[src/rtl/core/sbpr_pkg.sv]
package sbpr_pkg;

    localparam logic [7:0] SYNC_BYTE   = 8'hFF;
    localparam logic [7:0] CHECK_VALUE = 8'hFF;
    localparam logic [7:0] DEVICE_ID_RESET = 8'h01;

    typedef enum logic [2:0] {
        PH_HDR1 = 3'd0,
        PH_HDR2 = 3'd1,
        PH_ID   = 3'd2,
        PH_LEN  = 3'd3,
        PH_BODY = 3'd4
    } parse_phase_t;

    typedef enum logic {
        BK_IDLE = 1'b0,
        BK_SEND = 1'b1
    } back_state_t;

    typedef struct packed {
        logic [7:0] node_id;
        logic [7:0] frame_length;
        logic [7:0] count;
    } frame_desc_t;

    typedef struct packed {
        logic       en;
        logic [7:0] addr;
        logic [7:0] data;
    } store_wr_t;

endpackage

[src/rtl/core/servo_bus_packet_receiver_unit.sv]
// A frame's results leave only after its final byte is accepted. Throughput: one
// received byte per cycle; results leave at one per cycle while the sink is ready,
// from the single read port of the body store. Body bytes of the next frame wait
// while the store still holds a frame being sent; its header bytes are taken meanwhile.
// Reset: parser returns to header hunt, device ID becomes 1, store contents undefined.
module servo_bus_packet_receiver_unit
    import sbpr_pkg::*;
#(
    parameter int STORE_DEPTH = 32
) (
    input  logic        clk,
    input  logic        rst_n,
    input  logic        s_tvalid,
    output logic        s_tready,
    input  logic [7:0]  s_tdata,   // rx_byte
    output logic        m_tvalid,
    input  logic        m_tready,
    output logic [31:0] m_tdata,   // node_id, frame_length, byte_index, body_byte
    output logic        m_tlast,
    input  logic        cfg_valid,
    output logic        cfg_ready,
    input  logic [7:0]  cfg_data
);

    logic        back_busy;
    logic        push;
    logic        pop;
    logic        desc_valid;
    frame_desc_t push_desc;
    frame_desc_t head_desc;
    store_wr_t   store_wr;

    sbpr_front #(
        .STORE_DEPTH(STORE_DEPTH)
    ) u_front (
        .clk       (clk),
        .rst_n     (rst_n),
        .s_tvalid  (s_tvalid),
        .s_tready  (s_tready),
        .s_tdata   (s_tdata),
        .cfg_valid (cfg_valid),
        .cfg_ready (cfg_ready),
        .cfg_data  (cfg_data),
        .back_busy (back_busy),
        .push      (push),
        .push_desc (push_desc),
        .store_wr  (store_wr)
    );

    sbpr_queue u_queue (
        .clk       (clk),
        .rst_n     (rst_n),
        .push      (push),
        .push_desc (push_desc),
        .pop       (pop),
        .not_empty (desc_valid),
        .head      (head_desc)
    );

    sbpr_back #(
        .STORE_DEPTH(STORE_DEPTH)
    ) u_back (
        .clk        (clk),
        .rst_n      (rst_n),
        .store_wr   (store_wr),
        .desc_valid (desc_valid),
        .desc       (head_desc),
        .pop        (pop),
        .busy       (back_busy),
        .m_tvalid   (m_tvalid),
        .m_tready   (m_tready),
        .m_tdata    (m_tdata),
        .m_tlast    (m_tlast)
    );

endmodule

[src/rtl/core/sbpr_front.sv]
module sbpr_front
    import sbpr_pkg::*;
#(
    parameter int STORE_DEPTH = 32
) (
    input  logic        clk,
    input  logic        rst_n,
    input  logic        s_tvalid,
    output logic        s_tready,
    input  logic [7:0]  s_tdata,
    input  logic        cfg_valid,
    output logic        cfg_ready,
    input  logic [7:0]  cfg_data,
    input  logic        back_busy,
    output logic        push,
    output frame_desc_t push_desc,
    output store_wr_t   store_wr
);

    parse_phase_t phase_reg, phase_next;
    logic [7:0]   device_id_reg, device_id_next;
    logic [7:0]   frame_id_reg, frame_id_next;
    logic [7:0]   length_reg, length_next;
    logic [7:0]   count_reg, count_next;
    logic [7:0]   sum_reg, sum_next;
    logic         take;
    logic [7:0]   count_inc;
    logic [7:0]   sum_add;
    logic         frame_end;
    logic         frame_good;
    logic         in_store;

    assign count_inc  = count_reg + 8'd1;
    assign sum_add    = sum_reg + s_tdata;
    assign frame_end  = (count_inc >= length_reg);
    assign in_store   = ({1'b0, count_reg} < 9'(STORE_DEPTH));
    assign frame_good = (sum_add == CHECK_VALUE) && ({1'b0, count_inc} < 9'(STORE_DEPTH));

    assign cfg_ready = 1'b1;
    assign device_id_next = (cfg_valid && cfg_ready) ? cfg_data : device_id_reg;

    // next phase
    always_comb
    begin
        phase_next = phase_reg;
        if (take)
        begin
            unique case (phase_reg)
                PH_HDR1: phase_next = (s_tdata == SYNC_BYTE) ? PH_HDR2 : PH_HDR1;
                PH_HDR2: phase_next = (s_tdata == SYNC_BYTE) ? PH_ID : PH_HDR1;
                PH_ID:   phase_next = (s_tdata == device_id_reg) ? PH_LEN : PH_HDR1;
                PH_LEN:  phase_next = PH_BODY;
                PH_BODY: phase_next = frame_end ? PH_HDR1 : PH_BODY;
                default: phase_next = PH_HDR1;
            endcase
        end
    end

    // outputs and datapath
    always_comb
    begin
        s_tready       = !((phase_reg == PH_BODY) && back_busy);
        take           = s_tvalid && s_tready;
        frame_id_next  = frame_id_reg;
        length_next    = length_reg;
        count_next     = count_reg;
        sum_next       = sum_reg;
        push           = 1'b0;
        store_wr.en    = 1'b0;
        store_wr.addr  = count_reg;
        store_wr.data  = s_tdata;
        push_desc.node_id      = frame_id_reg;
        push_desc.frame_length = length_reg;
        push_desc.count        = count_inc;
        if (take)
        begin
            unique case (phase_reg)
                PH_ID:
                begin
                    if (s_tdata == device_id_reg)
                    begin
                        frame_id_next = s_tdata;
                        sum_next      = s_tdata;
                    end
                end
                PH_LEN:
                begin
                    length_next = s_tdata;
                    count_next  = 8'd0;
                    sum_next    = sum_add;
                end
                PH_BODY:
                begin
                    store_wr.en = in_store;
                    sum_next    = sum_add;
                    count_next  = count_inc;
                    push        = frame_end && frame_good;
                end
                default:
                begin
                end
            endcase
        end
    end

    always_ff @(posedge clk or negedge rst_n)
    begin
        if (!rst_n)
        begin
            phase_reg     <= PH_HDR1;
            device_id_reg <= DEVICE_ID_RESET;
            frame_id_reg  <= 8'd0;
            length_reg    <= 8'd0;
            count_reg     <= 8'd0;
            sum_reg       <= 8'd0;
        end
        else
        begin
            phase_reg     <= phase_next;
            device_id_reg <= device_id_next;
            frame_id_reg  <= frame_id_next;
            length_reg    <= length_next;
            count_reg     <= count_next;
            sum_reg       <= sum_next;
        end
    end

endmodule

[src/rtl/core/sbpr_queue.sv]
module sbpr_queue
    import sbpr_pkg::*;
(
    input  logic        clk,
    input  logic        rst_n,
    input  logic        push,
    input  frame_desc_t push_desc,
    input  logic        pop,
    output logic        not_empty,
    output frame_desc_t head
);

    frame_desc_t entry_reg [2];
    logic        wr_ptr_reg, wr_ptr_next;
    logic        rd_ptr_reg, rd_ptr_next;
    logic [1:0]  fill_reg, fill_next;
    logic        do_push;
    logic        do_pop;

    assign not_empty = (fill_reg != 2'd0);
    assign head      = entry_reg[rd_ptr_reg];
    assign do_push   = push && (fill_reg != 2'd2);
    assign do_pop    = pop && not_empty;

    always_comb
    begin
        wr_ptr_next = do_push ? ~wr_ptr_reg : wr_ptr_reg;
        rd_ptr_next = do_pop ? ~rd_ptr_reg : rd_ptr_reg;
        fill_next   = fill_reg + {1'b0, do_push} - {1'b0, do_pop};
    end

    always_ff @(posedge clk)
    begin
        if (do_push)
        begin
            entry_reg[wr_ptr_reg] <= push_desc;
        end
    end

    always_ff @(posedge clk or negedge rst_n)
    begin
        if (!rst_n)
        begin
            wr_ptr_reg <= 1'b0;
            rd_ptr_reg <= 1'b0;
            fill_reg   <= 2'd0;
        end
        else
        begin
            wr_ptr_reg <= wr_ptr_next;
            rd_ptr_reg <= rd_ptr_next;
            fill_reg   <= fill_next;
        end
    end

endmodule

[src/rtl/core/sbpr_back.sv]
module sbpr_back
    import sbpr_pkg::*;
#(
    parameter int STORE_DEPTH = 32
) (
    input  logic        clk,
    input  logic        rst_n,
    input  store_wr_t   store_wr,
    input  logic        desc_valid,
    input  frame_desc_t desc,
    output logic        pop,
    output logic        busy,
    output logic        m_tvalid,
    input  logic        m_tready,
    output logic [31:0] m_tdata,
    output logic        m_tlast
);

    localparam int AW = (STORE_DEPTH > 1) ? $clog2(STORE_DEPTH) : 1;

    logic [7:0]  store_mem [STORE_DEPTH];

    back_state_t state_reg, state_next;
    logic [7:0]  k_reg, k_next;
    logic [7:0]  count_reg, count_next;
    logic [7:0]  id_reg, id_next;
    logic [7:0]  len_reg, len_next;
    logic        out_valid_reg, out_valid_next;
    logic [7:0]  rd_reg;
    logic [4:0]  idx_reg;
    logic        last_reg;
    logic [7:0]  out_id_reg;
    logic [7:0]  out_len_reg;
    logic        issue;
    logic        is_last;

    assign is_last = (k_reg == count_reg - 8'd1);
    assign busy    = (state_reg == BK_SEND) || desc_valid;

    // next state
    always_comb
    begin
        state_next = state_reg;
        unique case (state_reg)
            BK_IDLE: state_next = desc_valid ? BK_SEND : BK_IDLE;
            BK_SEND: state_next = (issue && is_last) ? BK_IDLE : BK_SEND;
            default: state_next = BK_IDLE;
        endcase
    end

    // outputs
    always_comb
    begin
        pop        = 1'b0;
        issue      = 1'b0;
        k_next     = k_reg;
        count_next = count_reg;
        id_next    = id_reg;
        len_next   = len_reg;
        unique case (state_reg)
            BK_IDLE:
            begin
                pop = desc_valid;
                if (desc_valid)
                begin
                    k_next     = 8'd0;
                    count_next = desc.count;
                    id_next    = desc.node_id;
                    len_next   = desc.frame_length;
                end
            end
            BK_SEND:
            begin
                issue  = !out_valid_reg || m_tready;
                k_next = issue ? k_reg + 8'd1 : k_reg;
            end
            default:
            begin
            end
        endcase
        out_valid_next = issue ? 1'b1 : (m_tready ? 1'b0 : out_valid_reg);
    end

    always_ff @(posedge clk)
    begin
        if (store_wr.en)
        begin
            store_mem[store_wr.addr[AW-1:0]] <= store_wr.data;
        end
        if (issue)
        begin
            rd_reg      <= store_mem[k_reg[AW-1:0]];
            idx_reg     <= k_reg[4:0];
            last_reg    <= is_last;
            out_id_reg  <= id_reg;
            out_len_reg <= len_reg;
        end
        k_reg     <= k_next;
        count_reg <= count_next;
        id_reg    <= id_next;
        len_reg   <= len_next;
    end

    always_ff @(posedge clk or negedge rst_n)
    begin
        if (!rst_n)
        begin
            state_reg     <= BK_IDLE;
            out_valid_reg <= 1'b0;
        end
        else
        begin
            state_reg     <= state_next;
            out_valid_reg <= out_valid_next;
        end
    end

    assign m_tvalid = out_valid_reg;
    assign m_tdata  = {3'b000, rd_reg, idx_reg, out_len_reg, out_id_reg};
    assign m_tlast  = last_reg;

endmodule

[config.mk]
export PLATFORM = sky130hd
export DESIGN_NAME = servo_bus_packet_receiver_unit
export DESIGN_NICKNAME = d
export VERILOG_FILES = /design/src/rtl/core/sbpr_pkg.sv /design/src/rtl/core/servo_bus_packet_receiver_unit.sv /design/src/rtl/core/sbpr_front.sv /design/src/rtl/core/sbpr_queue.sv /design/src/rtl/core/sbpr_back.sv
export SDC_FILE = /design/constraint.sdc
export NUM_CORES = 1
export LEC_CHECK = 0
export BUFFER_PORTS_ARGS = -buffer_cell sky130_fd_sc_hd__buf_2
export CORE_MARGIN = 2
export CORE_UTILIZATION = 56
export CTS_CLUSTER_SIZE = 20
export DETAILED_ROUTE_END_ITERATION = 7
export GPL_TIMING_DRIVEN = 0
export MAX_ROUTING_LAYER = met4
export PLACE_DENSITY_LB_ADDON = 0.12
export SLEW_MARGIN = 25
export SYNTH_ARGS = -nofsm -noshare
export SYNTH_HDL_FRONTEND = slang
export SYNTH_SLANG_ARGS = --single-unit
[constraint.sdc]
create_clock -name clk -period 3.7 [get_ports clk]
set_clock_uncertainty 0.2 [all_clocks]
set_input_delay 0.185 -clock clk [delete_from_list [all_inputs] [get_ports clk]]
set_output_delay 0.185 -clock clk [all_outputs]
set_load 0.01 [all_outputs]
# == Word-level counts from Yosys, hierarchy flattened ==
# Memories as Yosys holds them, arrays and structs flattened. A register that Yosys moved wholly into a read port is not among the register bits.
# Index checks and enable logic that the tools add are counted.
# totals
ff_bits,79
ramBits,304
inputBits,21
out_inout_bits,36
n_memories,2
# classes
addsub,6
magnitude_cmp,3
n_eq_ne,12
mux,26
n_bitwise,3
reduce_logical,23
# memory_table
name,depth,word_bits,read_ports,rd_ports_with_merged_regs,wr,line,text
u_back.store_mem,32,8,1,1,1,sbpr_back.sv:21,logic [7:0] store_mem [STORE_DEPTH];
u_queue.entry_reg,2,24,1,1,1,sbpr_queue.sv:13,frame_desc_t entry_reg [2];
# op_table
operator,n
case mux 8 bit (2 select lines),3
two-way mux 8 bit,3
adder 8 x 1 -> 8 bit (second input constant),2
equality test 8 bit,2
equality test 8 bit (second input constant),2
less-than comparator 8 x 6 -> 1 bit (second input constant),2
two-way mux 1 bit,15
case mux 3 bit (5 select lines),1
adder 8 bit,1
>= comparator 8 bit,1
AND reduction 2 bit,4
nonzero test 2 bit,4
subtractor 8 x 1 -> 8 bit (second input constant),1
logical AND 1 bit,7
equality test 3 x 2 -> 1 bit (second input constant),2
AND reduction 3 bit,2
two-way mux 2 bit,2
!= test 2 x 1 -> 1 bit (second input constant),2
!= test 2 bit (second input constant),2
equality test 3 x 1 -> 1 bit (second input constant),1
equality test 3 bit (second input constant),1
logical NOT 3 bit,1
two-way mux 3 bit,1
NOT 1 bit,3
other kinds (6),8

# == Depth between registers and ports, before layout ==
# Gate-level depths: netlist of run 1.
# logic_depth
depth_word,9
ltp_mapped,14
ltp_nobuf,13

# == By module ==
# From an unflattened synthesis of run 1, not the netlist that was laid out.
# unflattened
hier_cells,1067
hier_area_um2,17150.2
# by_module_without_submodules
mod,instances,cells_each,area_each_um2,seq_area_each_um2
sbpr_back,1,712,12462.0,9599.2
sbpr_front,1,262,2662.6,1077.3
sbpr_queue,1,93,2025.7,1541.5

# == Worst setup path after synthesis of run 1 ==
# Ideal clock, no wire load.
# synth_timing
kind,flip-flop to flip-flop
startpoint,register u_front.count_reg[0]
endpoint,"memory u_queue.entry_reg[0][0] (netlist bit), enable pin"
t_arrival_ps,3314
required_ps,3092
slack_ps,-221
stages_incl_launch_ff,8
synth_period_minus_slack_ps,3921
cell_sequence,dfrtp_1 > ha_1 > or3b_1 > or3_1 > a311oi_1 > nand4_1 > nor4_4 > nor2b_1
# synth_between
elab_chain_len,9
elab_cells_between_ends,10
cone_classes,add/sub (1); order compare (2); mux (4); reduce/logical (3)
# synth_lines
item,line,text
"start, declared",sbpr_front.sv:24,"logic [7:0] count_reg, count_next;"
"start signal, assigned",sbpr_front.sv:123,count_reg <= count_next;
adder 8 x 1 -> 8 bit (*),sbpr_front.sv:33,assign count_inc = count_reg + 8'd1;
less-than comparator 8 x 6 -> 1 bit,sbpr_front.sv:37,"assign frame_good = (sum_add == CHECK_VALUE) && ({1'b0, count_inc} < 9'(STORE_DEPTH));"
logical AND 1 bit,sbpr_front.sv:37,
logical AND 1 bit (*),sbpr_front.sv:97,push = frame_end && frame_good;
two-way mux 1 bit (*),sbpr_front.sv:77,unique case (phase_reg)
two-way mux 1 bit (*),sbpr_front.sv:75,if (take)
logical AND 1 bit (*),sbpr_queue.sv:22,assign do_push = push && (fill_reg != 2'd2);
two-way mux 1 bit (*),sbpr_queue.sv:34,if (do_push)
two-way mux 1 bit (implied by the code) (*),sbpr_queue.sv:36,entry_reg[wr_ptr_reg] <= push_desc;
"end, declared",sbpr_queue.sv:13,
# Mark *: on every way between the ends. The rest lies on a longest branch, timed or not.

==> impl_metrics.py, run 1 <==
metrics = {
    "detailed_routing": {
        "firstDrtPassIters": 5,
        "drcViolationCount": 0,
        "viasPerCell": 5.83,
        "final_antenna_net_count": 0,
        "vias": 8433,
        "drt_iter0_drc": 712,
        "wire_per_inst_um": 23.5,
        "wirelength_mm": 33.9,
    },
    "critical_path": {
        "criticalPathCategory": "reg -> reg",
        "start_kind": "flop",
        "arrival_ns": 3.55,
        "crit_path_end_kind": "flop",
        "required_ns": 3.74,
        "crit_fanout": 12,
        "r2r_cells": 11,
    },
    "yosys": {
        "synth.distinct_cells": 56,
        "syn_avg_cell_area_um2": 18.7,
        "yosysWarnings": 0,
        "synth.yosys.seq_area_share_pct": 72.9,
        "synthCells": 897,
        "ys.flop_type": "edfxtp_1",
        "synth_area_um2": 16800,
        "synth_seq_cells": 415,
        "async_flop_share_pct": 11.8,
        "synth_edf_count": 366,
    },
    "placement": {
        "dp_cells": 1341,
        "dp_hpwl_mm": 21.0,
        "portBuffers": 50,
        "gp_congestion": 0.810,
    },
    "cts": {
        "clkLatencyLatePin_ns": 0.55,
        "cts.sinks": 415,
        "cts_tree": "done",
        "clockBufferDepth": 3,
        "htree_levels": 2,
        "cts.clk_slew.worst_paths_ns": 0.06,
        "cts_made_buffers": 42,
        "clockRootBuffer": "clkbuf_16",
    },
    "grt": {
        "gr-usage-all-layers_pct": 23.3,
        "grt_pass1_vias": 8416,
        "antenna_found_initial": 3,
        "grt-ovfl-total": 0,
        "gr-usage-met2_pct": 36.2,
        "busiest_layer": "met2",
        "grtUsageMet3_pct": 3.09,
        "grt_max_degree": 50,
        "grt_use_met1_pct": 33.5,
        "grt_pass1_wl_mm": 51.5,
    },
    "floorplanning": {
        "die_w_um": 177,
        "row_count": 63,
        "initial_utilization_pct": 56.7,
        "fp.dieH_um": 177,
        "die_area_um2": 31300,
        "ios": 57,
        "core-area_um2": 29600,
    },
    "timing": {
        "timing.final.crit_period_ns": 3.51,
        "min_period_over_period_pct": 94.8,
        "finalHoldViolCount": 0,
        "hold-worst-slack_ns": 0.0104,
        "worst_pin_slew_ns": 0.959,
        "setup_violations": 0,
        "drv_slew": 0,
        "fmax_mhz": 285,
        "max-slew-margin-rel_pct": 36.1,
        "rsz0062_at_grt": "yes",
    },
    "final_layout": {
        "drive_gt1_share_pct": 29.8,
        "stdcell_count": 1446,
        "final_cell_mix": "366 x edfxtp_1, 80 x mux4_2, 57 x mux2_2",
        "area_growth_pct": 15.0,
        "nets": 1066,
        "largest_reg_flops": 256,
        "final_common_cell": "edfxtp_1",
    },
    "pwr": {
        "swShare_pct": 26.5,
        "p_sw_mw": 3.27,
        "pwr-share-comb_pct": 22.3,
        "p_seq_share_pct": 44.5,
        "p_int_mw": 9.08,
        "vdd_drop_max_v": 0.000439,
        "p_leak_nw": 6.51,
        "p_clk_share_pct": 33.1,
        "power_density_nw_per_um2": 641,
    },
    "hold_path": {
        "worstHoldPathType": "in -> async",
    },
    "flow_run": {
        "cap_violations": 0,
    },
    "outcome": {
        "outcome": "finished clean",
    },
}
[layout make-up]
class / instances / area (µm²)
clock inverters: 23 / 224
flip-flops and latches: 415 / 12200
inverters: 22 / 82.6
clock buffers: 55 / 1100
diodes: 1 / 2.50
fillers: 2042 / 10300
repair buffers: 76 / 541
well taps: 390 / 488
plain buffers: 38 / 170
multi-input cells: 426 / 4450
[critical path, stage by stage, from the launching register on]
cell and delay, ns:
dfrtp_1 0.52, ha_1 0.37, xor2_1 0.38, ha_1 0.21, nand2_1 0.05, o21ai_0 0.21, a41o_1 0.25, nand4_1 0.16
nor4_4 0.31, buf_4 0.20, nor2b_4 0.18, buf_12 0.15
[cells by family after synthesis]
family,after synthesis,share of synthesized area (%)
other,2,0.0448
adder cells (fa/ha/maj),24,1.84
multiplexers,139,14.7
XOR/XNOR,38,1.99
AND/OR/NAND/NOR,166,4.98
flip-flops,415,72.9
AO/OA/AOI/OAI,53,2.08
buffers and inverters,60,1.49
[synthesized netlist by cell type, types with 5 or more instances]
| master | count | area, µm² |
|---|---|---|
| nor2b_1 | 5 | 31.3 |
| edfxtp_1 | 366 | 11000 |
| buf_1 | 6 | 22.5 |
| and2_1 | 9 | 56.3 |
| nand4_1 | 7 | 43.8 |
| inv_1 | 22 | 82.6 |
| o21ai_0 | 10 | 50.1 |
| dfrtp_1 | 48 | 1200 |
| clkbuf_1 | 22 | 82.6 |
| xnor2_1 | 23 | 201 |
| nand2_1 | 32 | 120 |
| buf_4 | 5 | 37.5 |
| mux4_2 | 80 | 1800 |
| buf_2 | 5 | 25.0 |
| nor3_1 | 6 | 30.0 |
| a21oi_1 | 15 | 75.1 |
| nor2_1 | 52 | 195 |
| ha_1 | 23 | 288 |
| a31oi_1 | 5 | 31.3 |
| nand3_1 | 20 | 100 |
| mux2_2 | 57 | 642 |
| nand2b_1 | 8 | 50.1 |
| xor2_1 | 15 | 131 |
[power by group through the flow]
stage / combinational, mW / sequential (mW) / clock (mW)
after detailed placement: 2.78 / 5.60 / 0
after floorplan: 1.84 / 5.63 / 0
after global routing: 2.99 / 5.53 / 4.35
after global placement: 2.73 / 5.60 / 0
final: 2.76 / 5.50 / 4.09
after CTS: 2.81 / 5.50 / 4.16
[per-stage QoR]
stage	util (%)	TNS [ns]	power, mW	worst slack, ns	area (µm²)
floorplan	-	0	7.47	0.213	16800
global placement	59.2	-50.75	8.33	-1.09	17500
detailed placement	59.5	-36.86	8.38	-0.689	17600
CTS	64.9	-6.58	12.5	-0.0972	19200
global route	65.2	-0.127	12.9	-0.0180	19300
finish	65.2	0	12.4	0.192	19300
[per-layer routing]
metal / routed length, µm / up-vias
met5: 0 / -
met4: 614 / 0
met3: 1870 / 46
met2: 16400 / 242
met1: 15000 / 4344
li1: - / 3801
[worst paths after layout]
path / startpoint / endpoint / slack, ns
setup / recovery: u_front.count_reg[0]$_DFFE_PN0P_ / u_queue.entry_reg[0][8]$_DFFE_PP_ / 0.19
hold / removal: rst_n / u_front.frame_id_reg[1]$_DFFE_PN0P_ / 0.01
setup reg to reg: u_front.count_reg[0]$_DFFE_PN0P_ / u_queue.entry_reg[0][8]$_DFFE_PP_ / 0.19
hold reg to reg: u_back.len_reg[0]$_DFFE_PP_ / u_back.out_len_reg[0]$_DFFE_PP_ / 0.21
max in group asynchronous: rst_n / u_front.sum_reg[0]$_DFFE_PN0P_ / 2.82
min in group clk: s_tdata[7] / u_back.store_mem[17][7]$_DFFE_PP_ / 0.10
[repair_timing]
item	4_1_cts	5_1_grt
pin swaps	2	1
setup buffers	4	1
hold buffers	19	0
hold endpoints to repair	63	0
resized for setup	18	24
cloned	2	0
setup endpoints to repair	228	305
Note: power is estimated with default switching activity, not from simulation.
==> inputs of run 2 (changes only) <==
clock period = 3.25 ns   (was 3.7 ns; I/O delays follow)
==> impl_metrics.py, run 2 (synthesis gave the netlist of run 1 again) <==
metrics = {
    "timing": {
        "drv_slew": 0,
        "min_period_over_period_pct": 98.3,
        "timing.final.crit_period_ns": 3.20,
        "max-slew-margin-rel_pct": 37.6,
        "worst_pin_slew_ns": 0.936,
        "finalHoldViolCount": 0,
        "rsz0062_at_grt": "yes",
        "fmax_mhz": 313,
        "setup_ws_ns": 0.0542,
        "setup_violations": 0,
    },
    "detailed_routing": {
        "wirelength_mm": 34.0,
        "wire_per_inst_um": 23.5,
        "firstDrtPassIters": 5,
        "viasPerCell": 5.89,
        "drt_iter0_drc": 801,
        "drcViolationCount": 0,
        "final_antenna_net_count": 0,
        "vias": 8521,
    },
    "cts": {
        "clockBufferDepth": 3,
        "cts.sinks": 415,
        "cts_tree": "done",
        "cts_made_buffers": 41,
        "clockRootBuffer": "clkbuf_16",
        "clkLatencyLatePin_ns": 0.53,
        "htree_levels": 2,
        "cts.clk_slew.worst_paths_ns": 0.06,
    },
    "placement": {
        "dp_hpwl_mm": 21.0,
        "dp_slack_ns": -1.04,
        "portBuffers": 50,
        "gp_congestion": 0.824,
        "dp_cells": 1341,
    },
    "grt": {
        "grt-ovfl-total": 0,
        "gr-usage-all-layers_pct": 23.3,
        "grt_pass1_vias": 8455,
        "grt_pass1_wl_mm": 51.8,
        "grt_max_degree": 50,
        "antenna_found_initial": 2,
    },
    "floorplanning": {
        "core-area_um2": 29600,
        "fp.dieH_um": 177,
        "initial_utilization_pct": 56.7,
        "ios": 57,
        "die_w_um": 177,
        "row_count": 63,
        "die_area_um2": 31300,
    },
    "critical_path": {
        "reg2reg_to": "u_back.store_mem[21][2]$_DFFE_PP_",
        "startpoint": "u_front.phase_reg[0]$_DFFE_PN0P_",
        "crit_fanout": 8,
        "rrSetupSlack_ns": 0.05,
        "max_stage_delay_ns": 0.52,
        "required_ns": 3.21,
        "cp-endpoint": "u_back.store_mem[21][2]$_DFFE_PP_",
        "r2r_cells": 6,
        "crit_path_end_kind": "flop",
        "criticalPathCategory": "reg -> reg",
        "start_kind": "flop",
        "crit_chain": "clkbuf_1 -> nor3b_2 -> nand3_1 -> nor4_4 -> nand2_2 -> nor2_2",
        "reg2reg_from": "u_front.phase_reg[0]$_DFFE_PN0P_",
        "cp_slowest_cell": "nor2_2",
        "arrival_ns": 3.15,
    },
    "final_layout": {
        "nets": 1069,
        "stdcell_count": 1447,
        "ff_latch_area_um2": 12200,
        "fillCellCount": 1996,
        "largest_reg_flops": 256,
        "area_growth_pct": 16.8,
        "drive_gt1_share_pct": 33.1,
        "antenna_cells": 0,
        "multiInputGateArea_um2": 4650,
        "final_cell_mix": "366 x edfxtp_1, 80 x mux4_2, 57 x mux2_2",
        "final_common_cell": "edfxtp_1",
    },
    "outcome": {
        "outcome": "finished clean",
    },
    "pwr": {
        "power_density_nw_per_um2": 723,
        "vdd_drop_max_v": 0.000444,
        "p_leak_nw": 6.57,
    },
    "flow_run": {
        "cap_violations": 0,
    },
    "hold_path": {
        "worstHoldPathType": "in -> async",
    },
}
## run 2: how the worst min path moves through the flow
stage	start	cells after the start	end	slack, ns
CTS	rst_n	2	u_front.frame_id_reg[4]$_DFFE_PN0P_	0.02
finish	rst_n	2	u_front.frame_id_reg[4]$_DFFE_PN0P_	0.02
detailed placement	rst_n	1	u_front.frame_id_reg[4]$_DFFE_PN0P_	0.04
floorplan	rst_n	0	u_back.m_tvalid$_DFFE_PN0P_	-0.33
global placement	cfg_data[2]	2	u_front.device_id_reg[2]$_DFFE_PN0P_	0.19
global route	rst_n	2	u_front.frame_id_reg[4]$_DFFE_PN0P_	0.06
## run 2: power breakdown
part | internal (mW) | leakage, nW | switching, mW
clock network | 2.78 | 0.676 | 1.94
logic | 1.51 | 2.01 | 1.65
registers | 6.13 | 3.89 | 0.146
## run 2: timing repair
item                                    CTS  global route
buffers inserted                          7             3
cloned                                    2             0
gates resized for setup                  75            24
hold endpoints to repair                 63             0
pin swaps                                 3             1
hold buffers                             19             0
endpoints found under the setup margin  316           311
## run 2: metal layers
layer	part of all wire [%]	global-route usage (%)	vias to the layer above
met1	43	33.3	4425
met3	6.3	3.57	44
met5	0	-	-
met2	49	36.0	245
met4	1.6	5.27	0
li1	-	-	3807
## run 2: through the flow
stage          cell area (µm²)  TNS, ns  util, %  hold slack (ns)  power (mW)
2_1_floorplan            16800        0        -           -0.333        8.51
3_3_place_gp             17500  -174.35     59.3            0.195        9.49
3_5_place_dp             17600  -166.74     59.5           0.0387        9.54
4_1_cts                  19500    -8.69     65.8           0.0179        14.3
5_1_grt                  19600    -6.13     66.2           0.0644        14.7
6_report                 19600        0     66.2           0.0187        14.2
## run 2: worst max-delay path: cells and delay by family, from the launching register on
kind                   cells  cell delay, ns
buffers and inverters      1            0.17
flip-flops                 1            0.35
AND/OR/NAND/NOR            5            2.09
## run 2: area by class of cell
type,instances,share of cell area (%)
plain buffers,37,0.953
clock buffers,49,5.72
clock inverters,27,1.21
inverters,22,0.422
multi-input cells,426,23.7
flip-flops and latches,415,62.4
well taps,390,2.49
repair buffers,81,3.02
==> inputs of run 3 (changes only) <==
CTS_BUF_LIST = sky130_fd_sc_hd__clkbuf_8   (was unset)
PLACE_DENSITY = 0.78   (was unset)
PLACE_DENSITY_LB_ADDON = unset   (was 0.12)
==> impl_metrics.py, run 3 (synthesis gave the netlist of run 1 again) <==
metrics = {
    "hold_path": {
        "hold_end": "u_back.store_mem[4][0]$_DFFE_PP_",
        "hp-start": "s_tdata[0]",
        "worstHoldPathType": "in -> reg",
        "holdPathStages": 1,
    },
    "timing": {
        "worst_pin_slew_ns": 0.895,
        "fmax_mhz": 320,
        "setup_violations": 0,
        "setup_ws_ns": 0.124,
        "min_period_over_period_pct": 96.2,
        "drv_slew": 0,
        "timing.final.crit_period_ns": 3.13,
        "max-slew-margin-rel_pct": 40.4,
        "finalHoldViolCount": 0,
    },
    "placement": {
        "portBuffers": 50,
        "dp_cells": 1340,
        "dp_hpwl_mm": 20.5,
        "gp_congestion": 0.816,
        "placed_area_um2": 17600,
        "dp_slack_ns": -1.20,
    },
    "grt": {
        "grt_pass1_vias": 9048,
        "grt-ovfl-total": 0,
        "grt_max_degree": 40,
        "gr-usage-all-layers_pct": 23.1,
        "antenna_found_initial": 0,
        "grt_pass1_wl_mm": 51.6,
    },
    "pwr": {
        "p_leak_nw": 6.60,
        "power_density_nw_per_um2": 690,
        "power.total_mw": 13.4,
        "vdd_drop_max_v": 0.000356,
    },
    "cts": {
        "htree_levels": 3,
        "cts_tree": "done",
        "cts_made_buffers": 66,
        "clockRootBuffer": "clkbuf_8",
        "cts.clk_slew.worst_paths_ns": 0.06,
        "clockBufferDepth": 3,
        "clkLatencyLatePin_ns": 0.60,
        "cts.sinks": 415,
    },
    "critical_path": {
        "r2r_cells": 15,
        "crit_path_end_kind": "flop",
        "required_ns": 3.51,
        "start_kind": "flop",
        "reg2reg_from": "u_front.count_reg[4]$_DFFE_PN0P_",
        "reg2reg_to": "u_queue.fill_reg[1]$_DFF_PN0_",
        "rrSetupSlack_ns": 0.12,
        "criticalPathCategory": "reg -> reg",
        "crit_fanout": 10,
        "arrival_ns": 3.39,
    },
    "final_layout": {
        "area_growth_pct": 16.1,
        "largest_reg_flops": 256,
        "utilization_pct": 65.9,
        "final_cell_mix": "366 x edfxtp_1, 80 x mux4_2, 70 x clkbuf_8",
        "stdcell_count": 1488,
        "drive_gt1_share_pct": 34.0,
        "final_cell_area_um2": 19500,
        "nets": 1099,
        "final_common_cell": "edfxtp_1",
        "fillCellCount": 1913,
        "antenna_cells": 0,
    },
    "detailed_routing": {
        "drt_iter0_drc": 826,
        "wirelength_mm": 33.7,
        "firstDrtPassIters": 5,
        "drcViolationCount": 0,
        "viasPerCell": 5.91,
        "vias": 8792,
        "final_antenna_net_count": 0,
        "wire_per_inst_um": 22.7,
    },
    "floorplanning": {
        "die_area_um2": 31300,
        "core-area_um2": 29600,
        "row_count": 63,
        "die_w_um": 177,
        "ios": 57,
        "fp.dieH_um": 177,
        "initial_utilization_pct": 56.7,
    },
    "flow_run": {
        "cap_violations": 0,
    },
    "outcome": {
        "outcome": "finished clean",
    },
}
==> run 3: worst max path at each step <==
| stage | start | end | cells past startpoint |
|---|---|---|---|
| floorplan | u_front.count_reg[0]$_DFFE_PN0P_ | u_queue.entry_reg[0][0]$_DFFE_PP_ | 7 |
| global placement | s_tdata[1] | u_queue.entry_reg[0][0]$_DFFE_PP_ | 8 |
| detailed placement | s_tdata[1] | u_queue.entry_reg[0][21]$_DFFE_PP_ | 8 |
| CTS | u_queue.fill_reg[0]$_DFF_PN0_ | u_back.store_mem[21][1]$_DFFE_PP_ | 5 |
| global route | u_front.count_reg[4]$_DFFE_PN0P_ | u_queue.fill_reg[1]$_DFF_PN0_ | 15 |
| finish | u_front.count_reg[4]$_DFFE_PN0P_ | u_queue.fill_reg[1]$_DFF_PN0_ | 15 |
==> run 3: layer usage <==
metal	share of wire (%)	GRT usage, %
met1	40	30.8
met2	51	36.6
met3	7.1	4.23
met4	2.3	7.16
met5	0	-
==> run 3: what timing repair did <==
action,4_1_cts,5_1_grt
pin swaps,2,1
hold endpoints to repair,104,0
gates cloned,2,0
setup endpoints to repair,314,305
gates resized for setup,55,52
hold buffers,23,0
setup buffers,6,6
==> run 3: report_power, final <==
| group | switching [mW] | internal, mW |
|---|---|---|
| logic | 1.64 | 1.52 |
| registers | 0.161 | 6.14 |
| clock network | 1.97 | 2.01 |
==> run 3: critical path, stage by stage (launching register included) <==
cell and delay [ns]:
dfrtp_1 0.34, buf_6 0.17, nand3_4 0.14, nor2_2 0.20, xnor2_2 0.15, inv_1 0.10, ha_1 0.30, a211oi_1 0.20
o21ai_0 0.11, a41o_1 0.24, nand4_1 0.12, nor4_4 0.05, buf_4 0.19, ha_1 0.22, xnor2_2 0.14, xnor2_1 0.13
==> run 3: area by class of cell <==
type                       instances  area [µm²]  share of cell area [%]
clock inverter                    42         210                    1.08
clock buffer                      70         963                    4.95
sequential                       415       12200                    62.8
tap                              390         488                    2.51
inverter                          22        82.6                   0.424
buffer                            37         191                   0.983
multi-input combinational        426        4680                    24.1
timing repair buffer              86         626                    3.21
==> run 3: through the flow <==
stage	hold slack, ns	TNS, ns
floorplan	-0.333	0
global placement	0.195	-231.09
detailed placement	0.0402	-238.48
CTS	0.00787	-13.99
global route	0.0293	-0.0561
finish	0.0161	0
